### config.mk
export PLATFORM = sky130hd
export DESIGN_NAME = three_position_actuator_controller
export DESIGN_NICKNAME = d
export VERILOG_FILES = /design/src/hdl/tpac_pkg.sv /design/src/hdl/three_position_actuator_controller.sv /design/src/hdl/tpac_step.sv
export SDC_FILE = /design/constraint.sdc
export NUM_CORES = 1
export LEC_CHECK = 0
export ABC_AREA = 1
export BUFFER_PORTS_ARGS = -buffer_cell sky130_fd_sc_hd__buf_2
export CAP_MARGIN = 20
export CORE_UTILIZATION = 40
export DETAILED_ROUTE_END_ITERATION = 6
export SLEW_MARGIN = 20
export SYNTH_ARGS = -nofsm -noshare
export SYNTH_HDL_FRONTEND = slang
export SYNTH_SLANG_ARGS = --single-unit
### constraint.sdc
create_clock -name i_clk -period 3.3 [get_ports i_clk]
set_input_delay 0.165 -clock i_clk [delete_from_list [all_inputs] [get_ports i_clk]]
set_output_delay 0.165 -clock i_clk [all_outputs]
set_load 0.01 [all_outputs]
### src/hdl/tpac_pkg.sv
// Package for the three-position actuator controller: codes, state type and
// the direction-choice function. No dependencies.
`default_nettype none

package tpac_pkg;

    localparam logic [2:0] POS_UNKNOWN        = 3'd0;
    localparam logic [2:0] POS_RETRACTED      = 3'd1;
    localparam logic [2:0] POS_PART_RETRACTED = 3'd2;
    localparam logic [2:0] POS_CENTER         = 3'd3;
    localparam logic [2:0] POS_PART_EXTENDED  = 3'd4;
    localparam logic [2:0] POS_EXTENDED       = 3'd5;

    localparam logic [1:0] DIR_OFF = 2'd0;
    localparam logic [1:0] DIR_FWD = 2'd1;
    localparam logic [1:0] DIR_REV = 2'd2;

    localparam logic CMD_SET_GOAL = 1'b0;
    localparam logic CMD_TICK     = 1'b1;

    localparam logic [7:0] TRAVEL_TICKS_RESET = 8'd38;
    localparam logic [7:0] COUNT_MAX          = 8'hFF;

    typedef struct packed {
        logic [2:0] goal;
        logic [2:0] position;
        logic [1:0] dir;
        logic [7:0] count;
        logic       armed;
    } t_state;

    // Direction that moves the cylinder from position p toward goal g.
    function automatic logic [1:0] pick_dir(input logic [2:0] p, input logic [2:0] g);
        logic [1:0] d;
        d = DIR_OFF;
        if (p == g || g == POS_UNKNOWN) begin
            d = DIR_OFF;
        end else if (g == POS_RETRACTED) begin
            d = DIR_REV;
        end else if (g == POS_PART_RETRACTED) begin
            d = (p == POS_RETRACTED) ? DIR_FWD : DIR_REV;
        end else if (g == POS_CENTER) begin
            d = (p inside {POS_RETRACTED, POS_PART_RETRACTED}) ? DIR_FWD : DIR_REV;
        end else if (g == POS_PART_EXTENDED) begin
            d = (p == POS_EXTENDED) ? DIR_REV : DIR_FWD;
        end else if (g == POS_EXTENDED) begin
            d = DIR_FWD;
        end
        return d;
    endfunction

endpackage

`default_nettype wire

### src/hdl/three_position_actuator_controller.sv
// Three-position actuator controller: top level with input register, state
// and result register. Depends on tpac_pkg and tpac_step.
//
// Usage:
//   Input channel (i_in_valid / o_in_ready) carries one item: i_cmd selects
//   a set-goal command (i_goal) or a poll tick (i_switch_level, low at the
//   centre). Every item yields exactly one result on the output channel
//   (o_out_valid / i_out_ready): valve drive, estimated position, busy flag
//   and the tick count since the current direction began.
//   The travel time in ticks is written through i_cfg_we / i_cfg_data and
//   should only change while no item is in flight.
//   An accepted item passes through the input register and then the result
//   register before its result is shown. One item per cycle is sustained
//   while the output does not stall; the state update is a single short step of compares.
//   A stall on the output holds the result register and then the input
//   register; o_in_ready falls only when both are full and the result is
//   not being taken.
//   Synchronous reset clears the state to unknown goal and position, valve
//   off, count zero, not busy, and reloads the travel time to 38 ticks.
`default_nettype none

module three_position_actuator_controller
    import tpac_pkg::*;
(
    input  wire        i_clk,
    input  wire        i_rst_n,
    input  wire        i_in_valid,
    output logic       o_in_ready,
    input  wire        i_cmd,
    input  wire [2:0]  i_goal,
    input  wire        i_switch_level,
    output logic       o_out_valid,
    input  wire        i_out_ready,
    output logic [1:0] o_valve,
    output logic [2:0] o_position,
    output logic       o_busy_res,
    output logic [7:0] o_elapsed,
    input  wire        i_cfg_we,
    input  wire [7:0]  i_cfg_data
);

    logic [7:0] r_travel_ticks;
    t_state     r_state;
    t_state     n_state;

    logic       r_s1_valid;
    logic       r_s1_cmd;
    logic [2:0] r_s1_goal;
    logic       r_s1_switch_level;

    logic       r_out_valid;
    t_state     r_out;

    logic       advance;
    logic       accept;

    assign advance    = r_s1_valid && (!r_out_valid || i_out_ready);
    assign o_in_ready = !r_s1_valid || advance;
    assign accept     = i_in_valid && o_in_ready;

    tpac_step u_step (
        .i_cur          (r_state),
        .i_cmd          (r_s1_cmd),
        .i_goal         (r_s1_goal),
        .i_switch_level (r_s1_switch_level),
        .i_travel_ticks (r_travel_ticks),
        .o_nxt          (n_state)
    );

    always_ff @(posedge i_clk) begin
        if (!i_rst_n) begin
            r_travel_ticks <= TRAVEL_TICKS_RESET;
            r_state        <= '0;
            r_s1_valid     <= 1'b0;
            r_out_valid    <= 1'b0;
        end else begin
            if (i_cfg_we) begin
                r_travel_ticks <= i_cfg_data;
            end
            if (advance) begin
                r_state <= n_state;
            end
            if (accept) begin
                r_s1_valid <= 1'b1;
            end else if (advance) begin
                r_s1_valid <= 1'b0;
            end
            if (advance) begin
                r_out_valid <= 1'b1;
            end else if (i_out_ready) begin
                r_out_valid <= 1'b0;
            end
        end
    end

    always_ff @(posedge i_clk) begin
        if (accept) begin
            r_s1_cmd          <= i_cmd;
            r_s1_goal         <= i_goal;
            r_s1_switch_level <= i_switch_level;
        end
        if (advance) begin
            r_out <= n_state;
        end
    end

    assign o_out_valid = r_out_valid;
    assign o_valve     = r_out.dir;
    assign o_position  = r_out.position;
    assign o_busy_res  = r_out.armed;
    assign o_elapsed   = r_out.count;

endmodule

`default_nettype wire

### src/hdl/tpac_step.sv
// Next-state logic of the actuator controller for one item.
// Depends on tpac_pkg.
`default_nettype none

module tpac_step
    import tpac_pkg::*;
(
    input  var t_state     i_cur,
    input  wire            i_cmd,
    input  wire [2:0]      i_goal,
    input  wire            i_switch_level,
    input  wire [7:0]      i_travel_ticks,
    output t_state         o_nxt
);

    logic [1:0] set_dir;
    logic [7:0] tick_cnt;
    logic       timed_out;
    logic [2:0] est_pos;
    logic [1:0] tick_dir;

    assign set_dir   = pick_dir(i_cur.position, i_goal);
    assign tick_cnt  = (i_cur.count == COUNT_MAX) ? i_cur.count : i_cur.count + 8'd1;
    assign timed_out = (tick_cnt >= i_travel_ticks);
    assign tick_dir  = pick_dir(est_pos, i_cur.goal);

    // The centre switch overrides the timer; otherwise the estimate steps one position along
    // the current direction from an end or the centre, or jumps to the end on time-out.
    always_comb begin
        est_pos = i_cur.position;
        if (!i_switch_level) begin
            est_pos = POS_CENTER;
        end else if (i_cur.dir == DIR_FWD) begin
            if (timed_out) begin
                est_pos = POS_EXTENDED;
            end else if (i_cur.position == POS_RETRACTED) begin
                est_pos = POS_PART_RETRACTED;
            end else if (i_cur.position == POS_CENTER) begin
                est_pos = POS_PART_EXTENDED;
            end
        end else if (i_cur.dir == DIR_REV) begin
            if (timed_out) begin
                est_pos = POS_RETRACTED;
            end else if (i_cur.position == POS_EXTENDED) begin
                est_pos = POS_PART_EXTENDED;
            end else if (i_cur.position == POS_CENTER) begin
                est_pos = POS_PART_RETRACTED;
            end
        end
    end

    always_comb begin
        o_nxt = i_cur;
        if (i_cmd == CMD_SET_GOAL) begin
            if (i_goal != i_cur.goal) begin
                o_nxt.goal  = i_goal;
                o_nxt.armed = (set_dir != DIR_OFF);
                if (set_dir != i_cur.dir) begin
                    o_nxt.dir   = set_dir;
                    o_nxt.count = '0;
                end
            end
        end else if (i_cur.armed) begin
            o_nxt.count    = tick_cnt;
            o_nxt.position = est_pos;
            if (timed_out) begin
                // A timed-out stop keeps the count.
                o_nxt.armed = 1'b0;
                o_nxt.dir   = DIR_OFF;
            end else begin
                if (tick_dir != i_cur.dir) begin
                    o_nxt.dir   = tick_dir;
                    o_nxt.count = '0;
                end
                if (tick_dir == DIR_OFF) begin
                    o_nxt.armed = 1'b0;
                end
            end
        end
    end

endmodule

`default_nettype wire

# Yosys cells after proc, flatten, opt, wreduce, memory -nomap -nowiden
# Index checks and enable logic that the tools add are counted.
[word_totals]
ff_bits = 46
input_bits = 18
output_inout_bits = 16
wordCells = 102
[op_classes]
addsub = 1
magnitude_cmp = 1
n_eq_ne = 25
n_mux = 42
bitwise_logic = 1
n_reduce_logical = 17
[ops]
columns = ["cell", "n"]
rows = [
  ["2-to-1 mux 2 bit", 17],
  ["2-to-1 mux 3 bit", 10],
  ["2-to-1 mux 11 bit", 2],
  ["equality test 3 x 2 -> 1 bit, second input constant", 7],
  ["2-to-1 mux 10 bit", 2],
  ["equality test 3 bit, second input constant", 6],
  ["2-to-1 mux 8 bit", 2],
  ["2-to-1 mux 14 bit", 1],
  ["equality test 3 x 1 -> 1 bit, second input constant", 4],
  ["nonzero test 2 bit", 5],
  ["adder 8 x 1 -> 8 bit, second input constant", 1],
  ["equality test 8 bit, second input constant", 1],
  ["greater-or-equal comparator 8 bit", 1],
  ["2-to-1 mux 1 bit", 8],
  ["equality test 3 bit", 2],
  ["logical NOT 3 bit", 2],
  ["logical OR 1 bit", 4],
  ["inequality test 2 bit", 2],
  ["inequality test 3 bit", 1],
  ["AND reduction 3 bit", 1],
  ["equality test 2 x 1 -> 1 bit, second input constant", 1],
  ["equality test 2 bit, second input constant", 1],
  ["logical AND 1 bit", 2],
  ["logical NOT 1 bit", 2],
  ["other kinds (2)", 2],
]

# Longest topological paths before layout
[logic_depth]
word_depth = 19
mapped_depth = 34
ltp_nobuf = 34

# Hierarchy
# From an unflattened synthesis, not the netlist that was laid out.
[hier_totals]
hier_cells = 458
hier_area_um2 = 3166.8
[modules_own_cells]
columns = ["mod", "n_inst", "cells_each", "area_per_inst_um2", "seq_area_each_um2"]
rows = [
  ["three_position_actuator_controller", 1, 178, 1725.4, 1111.1],
  ["tpac_step", 1, 280, 1441.4, 0.0],
]

# Worst setup path after synthesis
# No wires, ideal clock.
[synth_path]
kind = "register to register"
from = "register r_state[1] (netlist name)"
to = "register r_out, in the netlist o_elapsed[4], data pin"
setup_time_ns = 0.250
arrival_ns = 3.301
t_required_ns = 3.050
setup_slack_ns = -0.252
path_stages_with_launch = 32
path_buffers = 0
period_less_slack_ns = 3.552
path_cell_list = "dfxtp_1 ha_1 inv_1 nor4_1 inv_1 nor2_1 inv_1 nor2_2 inv_1 o21ai_0 a21oi_1 inv_1 ha_1 a21oi_1 o21a_1 nand2_2 nand2_4 nand2_1 nand2_1 nand3_1 nand3_1 nor2_1 nor2_2 nand3_2 nand2_1 nand2_1 nand2_2 nand2_4 nand2_1 nand2_1 nand2_2 inv_1"
[synth_rtl]
columns = ["item", "line_no", "source"]
rows = [
  ["start: declaration", "three_position_actuator_controller.sv:43", "t_state r_state;"],
  ["start signal: assignment", "three_position_actuator_controller.sv:81", "r_state <= n_state;"],
  ["end signal: assignment", "three_position_actuator_controller.sv:103", "r_out <= n_state;"],
  ["end: declaration", "three_position_actuator_controller.sv:52", "t_state r_out;"],
]

# Final worst setup path
[layout_path]
from = "register r_state[2] (netlist name)"
to = "register r_state[2] (netlist name)"
[layout_via]
elab_chain_len = 19
word_cells_on_any_way = 30
cone_classes = "add/sub: 1; order compare: 1; eq/ne: 6; mux: 20; reduce/logical: 2"
[layout_rtl]
columns = ["item", "line_no", "source"]
rows = [
  ["adder 8 x 1 -> 8 bit / equality test 8 bit (equally long branches)", "tpac_step.sv:23", "assign tick_cnt = (i_cur.count == COUNT_MAX) ? i_cur.count : i_cur.count + 8'd1;"],
  ["2-to-1 mux 8 bit", "tpac_step.sv:23", ""],
  ["greater-or-equal comparator 8 bit", "tpac_step.sv:24", "assign timed_out = (tick_cnt >= i_travel_ticks);"],
  ["2-to-1 mux 3 bit", "tpac_step.sv:42", "if (timed_out) begin"],
  ["2-to-1 mux 3 bit", "tpac_step.sv:41", "end else if (i_cur.dir == DIR_REV) begin"],
  ["2-to-1 mux 3 bit", "tpac_step.sv:33", "end else if (i_cur.dir == DIR_FWD) begin"],
  ["2-to-1 mux 3 bit", "tpac_step.sv:31", "if (!i_switch_level) begin"],
  ["equality test 3 bit, or another cell as far along", "tpac_pkg.sv:45", "d = (p == POS_EXTENDED) ? DIR_REV : DIR_FWD;"],
  ["[3 not listed]", "--", ""],
  ["2-to-1 mux 2 bit", "tpac_pkg.sv:40", "end else if (g == POS_PART_RETRACTED) begin"],
  ["2-to-1 mux 2 bit", "tpac_pkg.sv:38", "end else if (g == POS_RETRACTED) begin"],
  ["2-to-1 mux 2 bit", "tpac_pkg.sv:36", "if (p == g || g == POS_UNKNOWN) begin"],
  ["inequality test 2 bit", "tpac_step.sv:71", "if (tick_dir != i_cur.dir) begin"],
  ["2-to-1 mux 10 bit", "tpac_step.sv:71", ""],
  ["2-to-1 mux 8 bit", "tpac_step.sv:66", "if (timed_out) begin"],
  ["2-to-1 mux 14 bit", "tpac_step.sv:63", "end else if (i_cur.armed) begin"],
  ["2-to-1 mux 11 bit *", "tpac_step.sv:54", "if (i_cmd == CMD_SET_GOAL) begin"],
]
# Every way passes the cells marked *; elsewhere a longest branch is shown, timed or not.
# A chain may end at the register's enable or synchronous reset.

==> flow_summary.json <==
{
  "vias_in_the_first_global_route": 2595,
  "achievable-frequency_mhz": 251,
  "worst_slew_pin_slew_ns": 0.610,
  "clockBufferDepth": 2,
  "timing_worst_setup_path_type": "register to register",
  "synth_largest_type_area_fraction": 0.193,
  "placement_rows": 31,
  "layout_commonest_cell": "sky130_fd_sc_hd__nand2_1",
  "min-delay-start": "i_switch_level",
  "switchingPower_uw": 471,
  "yosysSeqAreaShare": 0.375,
  "power_switching_share": 0.316,
  "synthFlopType": "sky130_fd_sc_hd__dfxtp_1",
  "rsz0062_at_grt": "true",
  "mostFrequentLayoutCells": "sky130_fd_sc_hd__nand2_1 (77), sky130_fd_sc_hd__inv_1 (59), sky130_fd_sc_hd__buf_4 (38)",
  "final_cell_count_no_fill": 584,
  "number_of_antenna_violations_at_the_first_check_in_global_routing": 0,
  "max-cap-violations": 0,
  "postSynthAreaPerCell_um2": 7.16,
  "die-area_mm2": 0.00776,
  "post-route-worst-setup-slack_ns": -0.678,
  "clock_latency_ns": 0.30,
  "gr-total-overflow": 0,
  "crit_path_start_kind": "register",
  "post_synth_xor_area_fraction": 0.0207,
  "die_w_um": 88.1,
  "timing.hold.worst_path_depth": 1,
  "syn_area_mm2": 0.00296,
  "clk_transition_reported_paths_ns": 0.08,
  "yosys_warnings": 0,
  "violations": "negative setup slack",
  "maxSlewViolCount": 0,
  "cts_sinks": 46,
  "area_growth_syn_to_layout_pct": 31.2,
  "p_total_uw": 1490,
  "detailedRoute.firstPassIterationCount": 5,
  "netlist.top_cell.by_area": "sky130_fd_sc_hd__edfxtp_1",
  "timing.critical_path.mode_cell": "sky130_fd_sc_hd__nand2_1",
  "run_status": "finished with violations",
  "cts_made_buffers": 5,
  "critical_path_required_ns": 3.52,
  "io-pin-count": 34,
  "clk_root_buffer_cell": "sky130_fd_sc_hd__clkbuf_8",
  "fraction_of_layout_cells_with_a_size_suffix_above_1": 0.336,
  "cellLeakagePower_uw": 0.00180,
  "coreArea_mm2": 0.00721,
  "register_bit_count_reported_by_yosys": 46,
  "detailedPlace.worstSlack_ns": -0.520,
  "worst_r2r_startpoint": "r_state[2]$_SDFFE_PN0P_",
  "drc": 0,
  "dp.cells": 559,
  "power.combinational.fraction": 0.282,
  "layout.nets": 512,
  "dpl.hpwl_mm": 5.02,
  "drtIter0Drc": 160,
  "grt_util_all_layers": 0.202,
  "crit_slowest_cell": "sky130_fd_sc_hd__dfxtp_4",
  "path_buf_inv": 5,
  "worst_ir_drop_vdd_mv": 0.182,
  "crit_fanout": 8,
  "post_synth_mux_area_share": 0,
  "drt-total-wl_mm": 7.42,
  "cts.htree.levels": 2,
  "pwr_dens_mw_per_mm2": 384,
  "grt_start_max_net_pins": 38,
  "fillCellCount": 711,
  "timing.max_slew.rel_slack": 0.593,
  "path_delay_family": "simple AND/OR/NAND/NOR gates",
  "hold_path.class": "input pin to register",
  "end_kind": "register",
  "mappedNetlistNets": 441,
  "grt_pass1_wl_mm": 12.1,
  "hold_violations_final": 0,
  "synth_area_in_compound_gates": 0.190,
  "dominant_combinational_cell_family_by_area_after_synthesis": "simple AND/OR/NAND/NOR gates",
  "final_period_minus_worst_setup_slack_ns": 3.98,
  "critPathMaxStageDelay_ns": 0.37,
  "synth_async_sr_flop_share": 0,
  "reg2reg_slack_ns": -0.68,
  "r2r.worst_path.cells": 32,
  "clock_tree_from_tritoncts": "built",
  "netlist_instances": 414,
  "sequential_cell_fraction_of_total_power": 0.447,
  "antenna_cells": 0,
  "finalWeightedCongestion": 0.896,
  "share_clk_of_total_power": 0.271,
  "finalSetupViolCount": 26,
  "final.setup_skew_ns": 0.00925,
  "starting_density": 0.411,
  "post-route-period-util": 1.21,
  "worstReg2RegEnd": "r_state[2]$_SDFFE_PN0P_",
  "synth_edf_count": 19,
  "detail_route.vias_per_cell": 4.88,
  "io_buffer_count": 33,
  "whs_endpoint": "r_s1_switch_level$_DFFE_PP_",
  "timing.critical_path.arrival_ns": 4.20,
  "synth_cell_type_count": 40,
  "vias": 2847,
  "route.detailed.wl_per_inst_um": 12.7,
  "synth_fa_ha_area_frac": 0.0380,
  "ys_top_cells_by_area": "sky130_fd_sc_hd__edfxtp_1 (19%), sky130_fd_sc_hd__dfxtp_1 (18%), sky130_fd_sc_hd__nand2_1 (11%), sky130_fd_sc_hd__inv_1 (7.9%), sky130_fd_sc_hd__o21ai_0 (6.6%)",
  "internal_power_uw": 1020,
  "fp.dieH_um": 88.1,
  "final_antenna_net_count": 0,
  "synth-simple-area-share": 0.275
}
==> routing by layer <==
metal	GRT usage	up-vias	part of all wire
met2	0.313	81	0.44
met3	0.0320	16	0.049
met4	0.0821	0	0.024
met1	0.280	1258	0.48
met5	0	-	0
li1	-	1492	-
==> per-stage QoR <==
stage | instance area (um^2) | util | TNS (ns) | hold slack, ns
floorplan | 2990 | - | -1.17 | 0.264
global placement | 3410 | 0.473 | -8.63 | 0.342
detailed placement | 3410 | 0.473 | -9.52 | 0.343
CTS | 3710 | 0.515 | -7.47 | 0.0355
global route | 3890 | 0.539 | -20.27 | 0.0313
finish | 3890 | 0.539 | -13.72 | 0.0407
==> cell type report <==
| cell class | instances | area, um^2 | share of cell area |
|---|---|---|---|
| clock buffers | 5 | 68.8 | 0.0177 |
| clock inverters | 2 | 33.8 | 0.00869 |
| inverters | 70 | 265 | 0.0682 |
| multi-input cells | 289 | 1800 | 0.464 |
| flip-flops and latches | 46 | 1120 | 0.288 |
| well taps | 99 | 124 | 0.0319 |
| repair buffers | 73 | 473 | 0.122 |
==> cells by family after synthesis <==
| kind of cell | Yosys count |
|---|---|
| and+or+nand+nor | 177 |
| AOI/OAI and AO/OA | 96 |
| buffers and inverters | 79 |
| DFF | 46 |
| adders and majority gates | 9 |
| xor gates and xnor gates | 7 |
==> repair_timing <==
item,CTS,global route
buffers inserted,12,6
gates resized for setup,27,27
setup endpoints to repair,23,28
gates cloned,0,0
pin swaps,12,14
hold buffers,0,0
==> power groups by stage <==
stage               combinational [uW]  sequential [uW]  clock [uW]
floorplan                          241              677           0
global placement                   337              677           0
detailed placement                 343              678           0
CTS                                383              666         419
global route                       467              672         437
finish                             421              667         405
==> worst max-delay path by stage <==
stage | startpoint | to | slack (ns) | depth (start not counted)
after CTS | r_state[2]$_SDFFE_PN0P_ | o_elapsed[1]$_DFFE_PP_ | -0.41 | 31
final | r_state[2]$_SDFFE_PN0P_ | r_state[2]$_SDFFE_PN0P_ | -0.68 | 32
after detailed placement | r_state[2]$_SDFFE_PN0P_ | o_elapsed[0]$_DFFE_PP_ | -0.52 | 32
after global placement | r_state[2]$_SDFFE_PN0P_ | o_elapsed[0]$_DFFE_PP_ | -0.48 | 32
after floorplan | r_state[2]$_SDFFE_PN0P_ | o_elapsed[4]$_DFFE_PP_ | -0.12 | 34
after global routing | r_state[2]$_SDFFE_PN0P_ | o_elapsed[1]$_DFFE_PP_ | -0.91 | 31
==> registers in the layout (all words and copies together) (netlist names) <==
signal and count:
o_busy_res 1, o_elapsed 8, o_out_valid 1, r_travel_ticks 8
r_s1_cmd 1, r_s1_valid 1, r_s1_switch_level 1, r_s1_goal 3
o_valve 2, o_position 3, r_state 17
==> cell usage after synthesis, types with 2 or more instances <==
cell type / instances
sky130_fd_sc_hd__o21ai_0: 39
sky130_fd_sc_hd__nand3_2: 3
sky130_fd_sc_hd__nand2_4: 3
sky130_fd_sc_hd__o21ai_1: 4
sky130_fd_sc_hd__buf_1: 2
sky130_fd_sc_hd__edfxtp_1: 19
sky130_fd_sc_hd__dfxtp_1: 27
sky130_fd_sc_hd__ha_1: 9
sky130_fd_sc_hd__nor3_1: 9
sky130_fd_sc_hd__nand2_1: 86
sky130_fd_sc_hd__xnor2_1: 3
sky130_fd_sc_hd__nand3_1: 18
sky130_fd_sc_hd__a21oi_2: 8
sky130_fd_sc_hd__nor2_2: 2
sky130_fd_sc_hd__clkbuf_1: 6
sky130_fd_sc_hd__nor4_1: 2
sky130_fd_sc_hd__o22ai_1: 3
sky130_fd_sc_hd__nand2_2: 16
sky130_fd_sc_hd__xor2_1: 4
sky130_fd_sc_hd__nor2_1: 34
sky130_fd_sc_hd__a21oi_4: 2
sky130_fd_sc_hd__inv_2: 7
sky130_fd_sc_hd__inv_1: 62
sky130_fd_sc_hd__a21oi_1: 30
Power figures use the tool's default switching activity.
